--- src/sv/arpc_pkg.sv ---
// Shared types and constants for the ARP cache lookup and learn core.
`timescale 1ns / 1ps

package arpc_pkg;

    localparam int ENTRIES = 8;
    localparam int IDX_W   = (ENTRIES > 1) ? $clog2(ENTRIES) : 1;
    localparam int IP_W    = 32;
    localparam int MAC_W   = 48;
    localparam int ENTRY_W = IP_W + MAC_W;

    typedef logic [IDX_W-1:0] t_idx;

    localparam t_idx LAST_IDX = t_idx'(ENTRIES - 1);

    localparam logic FUNC_LOOKUP = 1'b0;
    localparam logic FUNC_LEARN  = 1'b1;

    typedef enum logic [1:0] {
        ACT_NONE    = 2'd0,
        ACT_UPDATED = 2'd1,
        ACT_FILLED  = 2'd2,
        ACT_EVICTED = 2'd3
    } t_action;

    typedef enum logic [1:0] {
        ST_IDLE,
        ST_SCAN,
        ST_RESP
    } t_state;

endpackage

--- src/sv/arpc_ram.sv ---
// Generic single-port-write, registered-read RAM.
`timescale 1ns / 1ps

module arpc_ram #(
    parameter int WIDTH = 8,
    parameter int DEPTH = 8
) (
    input  logic                     i_clk,
    input  logic                     i_we,
    input  logic [$clog2(DEPTH)-1:0] i_waddr,
    input  logic [WIDTH-1:0]         i_wdata,
    input  logic [$clog2(DEPTH)-1:0] i_raddr,
    output logic [WIDTH-1:0]         o_rdata
);

    logic [WIDTH-1:0] r_mem [DEPTH];
    logic [WIDTH-1:0] r_rdata;

    always_ff @(posedge i_clk) begin
        if (i_we) begin
            r_mem[i_waddr] <= i_wdata;
        end
        r_rdata <= r_mem[i_raddr];
    end

    assign o_rdata = r_rdata;

endmodule

--- src/sv/arp_cache_lookup_learn_core.sv ---
// ARP cache core: sequential scan of the entry table for lookup and learn items.
//
//  channel | direction | handshake            | payload
//  --------+-----------+----------------------+--------------------------------------
//  command | in        | start high, busy low | i_func, i_ip_address, i_mac_address
//  result  | out       | o_valid, one cycle   | o_hit, o_found_mac, o_learn_action
//
// An item is accepted in ST_IDLE, scanned in ST_SCAN and answered in ST_RESP; the
// core then returns to ST_IDLE for the next item. A match ends the scan early. The
// entry RAM is read one entry a cycle with a registered read port, and its single
// compare unit, which checks the entries in turn, sets that rate. An ignored learn
// skips the scan and goes straight to the result. Reset clears the valid bits and
// the replacement pointer at once. Results cannot be stalled; busy stays high until
// the result cycle ends.
`timescale 1ns / 1ps

module arp_cache_lookup_learn_core
    import arpc_pkg::*;
(
    input  logic             i_clk,
    input  logic             i_rst_n,
    input  logic             start,
    output logic             busy,
    input  logic             i_func,
    input  logic [IP_W-1:0]  i_ip_address,
    input  logic [MAC_W-1:0] i_mac_address,
    output logic             o_valid,
    output logic             o_hit,
    output logic [MAC_W-1:0] o_found_mac,
    output logic [1:0]       o_learn_action
);

    // control state
    t_state             r_state,     n_state;
    logic [ENTRIES-1:0] r_valid,     n_valid;
    t_idx               r_ptr,       n_ptr;
    t_idx               r_idx,       n_idx;
    t_idx               r_cmp_idx,   n_cmp_idx;
    logic               r_cmp_vld,   n_cmp_vld;
    logic               r_free_seen, n_free_seen;

    // payload
    logic               r_func,      n_func;
    logic [IP_W-1:0]    r_ip,        n_ip;
    logic [MAC_W-1:0]   r_mac,       n_mac;
    t_idx               r_free_idx,  n_free_idx;
    logic               r_hit,       n_hit;
    logic [MAC_W-1:0]   r_found,     n_found;
    t_action            r_action,    n_action;

    // RAM port
    logic               ram_we;
    t_idx               ram_waddr;
    logic [ENTRY_W-1:0] ram_rdata;
    logic [IP_W-1:0]    rd_ip;
    logic [MAC_W-1:0]   rd_mac;
    logic               accept;
    logic               ignore;
    logic               match;

    arpc_ram #(
        .WIDTH (ENTRY_W),
        .DEPTH (ENTRIES)
    ) u_ram (
        .i_clk   (i_clk),
        .i_we    (ram_we),
        .i_waddr (ram_waddr),
        .i_wdata ({r_ip, r_mac}),
        .i_raddr (r_idx),
        .o_rdata (ram_rdata)
    );

    assign rd_ip  = ram_rdata[ENTRY_W-1:MAC_W];
    assign rd_mac = ram_rdata[MAC_W-1:0];

    assign busy   = (r_state != ST_IDLE);
    assign accept = start && !busy;
    assign ignore = (i_func == FUNC_LEARN) &&
                    ((i_ip_address == '0) || (i_mac_address == '0) ||
                     (i_mac_address == '1));
    assign match  = r_cmp_vld && r_valid[r_cmp_idx] && (rd_ip == r_ip);

    always_comb begin
        n_state     = r_state;
        n_valid     = r_valid;
        n_ptr       = r_ptr;
        n_idx       = r_idx;
        n_cmp_idx   = r_cmp_idx;
        n_cmp_vld   = r_cmp_vld;
        n_free_seen = r_free_seen;
        n_func      = r_func;
        n_ip        = r_ip;
        n_mac       = r_mac;
        n_free_idx  = r_free_idx;
        n_hit       = r_hit;
        n_found     = r_found;
        n_action    = r_action;
        ram_we      = 1'b0;
        ram_waddr   = r_cmp_idx;

        case (r_state)
            ST_IDLE: begin
                if (accept) begin
                    n_func      = i_func;
                    n_ip        = i_ip_address;
                    n_mac       = i_mac_address;
                    n_hit       = 1'b0;
                    n_found     = '0;
                    n_action    = ACT_NONE;
                    n_idx       = '0;
                    n_cmp_vld   = 1'b0;
                    n_free_seen = 1'b0;
                    n_state     = ignore ? ST_RESP : ST_SCAN;
                end
            end
            ST_SCAN: begin
                if (match) begin
                    if (r_func == FUNC_LOOKUP) begin
                        n_hit   = 1'b1;
                        n_found = rd_mac;
                    end else begin
                        ram_we   = 1'b1;
                        n_action = ACT_UPDATED;
                    end
                    n_state = ST_RESP;
                end else if (r_cmp_vld && (r_cmp_idx == LAST_IDX)) begin
                    // no match anywhere: fill the lowest free entry, else evict
                    if (r_func == FUNC_LEARN) begin
                        ram_we = 1'b1;
                        if (r_free_seen || !r_valid[r_cmp_idx]) begin
                            ram_waddr = r_free_seen ? r_free_idx : r_cmp_idx;
                            n_action  = ACT_FILLED;
                        end else begin
                            ram_waddr = r_ptr;
                            n_action  = ACT_EVICTED;
                            n_ptr     = (r_ptr == LAST_IDX) ? '0 : r_ptr + t_idx'(1);
                        end
                        n_valid[ram_waddr] = 1'b1;
                    end
                    n_state = ST_RESP;
                end else begin
                    if (r_cmp_vld && !r_valid[r_cmp_idx] && !r_free_seen) begin
                        n_free_seen = 1'b1;
                        n_free_idx  = r_cmp_idx;
                    end
                    // advance the read address; the compare works on the address presented in the previous cycle
                    n_cmp_idx = r_idx;
                    n_cmp_vld = 1'b1;
                    n_idx     = r_idx + t_idx'(1);
                end
            end
            ST_RESP: begin
                n_state = ST_IDLE;
            end
            default: begin
                n_state = ST_IDLE;
            end
        endcase
    end

    always_ff @(posedge i_clk) begin
        if (!i_rst_n) begin
            r_state     <= ST_IDLE;
            r_valid     <= '0;
            r_ptr       <= '0;
            r_idx       <= '0;
            r_cmp_idx   <= '0;
            r_cmp_vld   <= 1'b0;
            r_free_seen <= 1'b0;
        end else begin
            r_state     <= n_state;
            r_valid     <= n_valid;
            r_ptr       <= n_ptr;
            r_idx       <= n_idx;
            r_cmp_idx   <= n_cmp_idx;
            r_cmp_vld   <= n_cmp_vld;
            r_free_seen <= n_free_seen;
        end
    end

    always_ff @(posedge i_clk) begin
        r_func     <= n_func;
        r_ip       <= n_ip;
        r_mac      <= n_mac;
        r_free_idx <= n_free_idx;
        r_hit      <= n_hit;
        r_found    <= n_found;
        r_action   <= n_action;
    end

    assign o_valid        = (r_state == ST_RESP);
    assign o_hit          = r_hit;
    assign o_found_mac    = r_found;
    assign o_learn_action = r_action;

endmodule
--- config.mk ---
export PLATFORM = sky130hd
export DESIGN_NAME = arp_cache_lookup_learn_core
export DESIGN_NICKNAME = d
export VERILOG_FILES = /design/src/sv/arpc_pkg.sv /design/src/sv/arpc_ram.sv /design/src/sv/arp_cache_lookup_learn_core.sv
export SDC_FILE = /design/constraint.sdc
export NUM_CORES = 1
export LEC_CHECK = 0
export BUFFER_PORTS_ARGS = -buffer_cell sky130_fd_sc_hd__buf_2
export CORE_UTILIZATION = 61
export CTS_CLUSTER_SIZE = 25
export DETAILED_ROUTE_END_ITERATION = 10
export PLACE_DENSITY_LB_ADDON = 0.05
export RECOVER_POWER = 50
export SKIP_LAST_GASP = 1
export SYNTH_ARGS = -nofsm -noshare
export SYNTH_HDL_FRONTEND = slang
export SYNTH_SLANG_ARGS = --single-unit
--- constraint.sdc ---
create_clock -name i_clk -period 8.6 [get_ports i_clk]
set_input_delay 1.29 -clock i_clk [delete_from_list [all_inputs] [get_ports i_clk]]
set_output_delay 1.29 -clock i_clk [all_outputs]
set_load 0.05 [all_outputs]
==> results.sh <==
export IMPL_cts_setup_buffers=0
export IMPL_worstMarginPinSlew_ns=3.004
export IMPL_cp_required_ns=8.85
export IMPL_critical_path_arrival_ns=5.82
export IMPL_grt_pass1_vias=14950
export IMPL_io_buffers=136
export IMPL_intPower_w=0.006941
export IMPL_cts_sinks=876
export IMPL_fmax_ghz=0.1794
export IMPL_post_route_min_period_ns=5.575
export IMPL_sequentialPowerShare_pct=55.1
export IMPL_die_w_um=230.2
export IMPL_dr_total_vias=14320
export IMPL_grt_pass1_wl_mm=91.97
export IMPL_dpl_hpwl_mm=33.03
export IMPL_ant_nets=0
export IMPL_track_usage_pct=23.82
export IMPL_wl_met3_mm=2.649
export IMPL_synth_edf_count=775
export IMPL_p_leak_nw=11.22
export IMPL_violations="max-capacitance violations, max-slew violations"
export IMPL_cts_buffer_depth=3
export IMPL_cap_violations=2
export IMPL_finalSetupTns_ns=0
export IMPL_synth_flop_cell="edfxtp_1"
export IMPL_p_sw_w=0.001824
export IMPL_finalPower_w=0.008765
export IMPL_cts_tree="built"
export IMPL_die_h_um=230.2
export IMPL_met2_length_mm=30.76
export IMPL_post_cts_resized=0
export IMPL_syn_area_per_cell_um2=21.97
export IMPL_grt_setup_unrepaired="no"
export IMPL_htreeDepth=3
export IMPL_outcome="finished with violations"
export IMPL_whs_ns=0.4534
export IMPL_clockPowerShare_pct=40.0
export IMPL_hold_violations=0
export IMPL_clock_root_buffer="clkbuf_16"
export IMPL_final_cell_mix="775 x edfxtp_1, 160 x mux4_2, 147 x clkbuf_1"
export IMPL_top_layer="met4"
export IMPL_ys_warn_count=0
export IMPL_synth_seq_cells=876
export IMPL_ff2ff_setup_slack_ns=3.02
export IMPL_vdd_ir_drop_max_v=0.0002261
export IMPL_final_setup_viol_count=0
export IMPL_drtIter0Drc=1308
export IMPL_finalCritPeriodShare_pct=64.83
export IMPL_syn_inst=1446
export IMPL_core_um2=51410
export IMPL_io_pins=137
export IMPL_final_area_um2=35800
export IMPL_min_delay_path_class="reg2reg"
export IMPL_criticalPathCategory="reg2reg"
export IMPL_die_area_um2=52990
export IMPL_final_common_cell="edfxtp_1"
export IMPL_relSlewSlack_pct=-101.0
export IMPL_synthesis_area_um2=31760
export IMPL_cts_buffers=85
export IMPL_synth_nets=1533
export IMPL_avgRoutedWirePerCell_um=25.58
export IMPL_nNetsFinal=1719
export IMPL_final_util_pct=69.64
export IMPL_drt_first_pass_iters=5
export IMPL_placed_area_um2=33340
export IMPL_p_sw_share_pct=20.81
export IMPL_synth_cell_types=47
export IMPL_crit_path_max_fanout=35
export IMPL_layout_drive_gt1_share_pct=24.19
export IMPL_start_kind="register"
export IMPL_drv_slew=58
export IMPL_antenna_found_initial=0
export IMPL_powerDensity_nw_per_um2=244.8
export IMPL_row_count=83
export IMPL_grt_max_degree=97
export IMPL_grt_overflow=0
export IMPL_clk_insertion_delay_late_ns=0.62
export IMPL_clkTransAtPathRegs_ns=0.06
export IMPL_gp_congestion=0.8012
export IMPL_yosysSeqAreaShare_pct=79.64
export IMPL_wl_mm=60.88
export IMPL_critPathCaptureType="register"
export IMPL_wl_met1_mm=26.26
export IMPL_via_per_inst=6.016
export IMPL_fin_skew_ns=0.02483
export IMPL_async_flop_share_pct=0
export IMPL_start_util_pct=61.79
export IMPL_synthToLayoutAreaGrowth_pct=12.71
export IMPL_combPwrFrac_pct=4.9
export IMPL_drc=0
export IMPL_cts_hold_buffers=0
synth_stat cells (3+ instances only):
cell type    n  area share (%)
ha_1         3            0.12
nor2_1      20            0.24
xor2_1      31            0.85
nand4_1     21            0.41
a31oi_1      3           0.059
a211oi_1     4           0.095
nor3_1       6           0.095
nand2b_1     8            0.16
nand3_1      7            0.11
mux2i_1      4            0.13
nand2_1     27            0.32
o21ai_0     12            0.19
inv_1        7           0.083
a21oi_1      9            0.14
mux2_2      80             2.8
buf_1       12            0.14
clkbuf_1    42            0.50
nor4_1      30            0.59
or3_1        3           0.059
edfxtp_1   775              73
buf_6        3            0.11
or2_2        3           0.059
mux4_2     160              11
dfxtp_1    101             6.4
and2_1      48            0.95
kinds of logic (layout without fill, tap and decap cells):
kind of cell	count (synthesis)	after routing	synth area share, %
compound gates	40	40	0.8352
xor+xnor	32	32	0.8824
simple gates	184	184	3.250
mux	246	246	14.43
buf+inv	65	318	0.8430
other cells	0	1	0
fa+ha+maj	3	3	0.1182
flops	876	876	79.64
state kept, by name, indices dropped and copies added (netlist names), 2 cells and up:
| register | count |
|---|---|
| r_idx | 3 |
| r_cmp_idx | 3 |
| r_mac | 48 |
| o_found_mac | 48 |
| u_ram.o_rdata | 80 |
| r_ptr | 3 |
| r_valid | 8 |
| o_learn_action | 2 |
| r_state | 2 |
| r_free_idx | 3 |
| u_ram.r_mem | 640 |
| r_ip | 32 |
through the flow:
stage / instances / setup slack (ns)
detailed placement: 2225 / 3.548
floorplan: 1446 / 2.606
finish: 2380 / 3.025
CTS: 2379 / 3.522
global route: 2379 / 2.574
global placement: 2225 / 3.652
layer usage:
metal,global-route usage (%),vias up
li1,-,6297
met1,33.56,7564
met2,39.41,367
met3,4.005,89
met4,5.919,0
met5,0,-
power by group through the flow:
stage          Sequential (W)  Combinational [W]  Clock, W
3_3_place_gp          0.00491           0.000445         0
5_1_grt               0.00484           0.000462   0.00372
2_1_floorplan         0.00495           0.000262         0
6_report              0.00483           0.000429   0.00351
3_5_place_dp          0.00492           0.000446         0
4_1_cts               0.00483           0.000448   0.00357
worst paths after layout:
| kind | startpoint | endpoint | cells past startpoint |
|---|---|---|---|
| setup / recovery | r_state[0]$_SDFFE_PN0P_ | u_ram.r_mem[0][60]$_DFFE_PP_ | 9 |
| hold reg to reg | r_valid[4]$_SDFFE_PN0P_ | r_valid[4]$_SDFFE_PN0P_ | 2 |
| hold / removal | r_valid[4]$_SDFFE_PN0P_ | r_valid[4]$_SDFFE_PN0P_ | 2 |
| setup reg to reg | r_state[0]$_SDFFE_PN0P_ | u_ram.r_mem[0][60]$_DFFE_PP_ | 9 |
layout make-up:
cell class,instances,area (um2)
diodes,1,2.502
fillers,3210,15610
well taps,680,850.8
multi-input cells,505,6269
inverters,7,26.28
repair buffers,157,720.7
clock buffers,123,2412
clock inverters,31,215.2
flip-flops and latches,876,25300
worst max-delay path: stages (launching register included):
cell and delay, ns:
dfxtp_1 0.50, nand2b_1 0.17, inv_1 0.70, clkbuf_1 1.12
and3_1 0.40, a31oi_1 0.15, or2_2 0.36, nor2_4 0.46
buf_4 0.66, buf_4 0.59
Power figures use the tool's default switching activity.
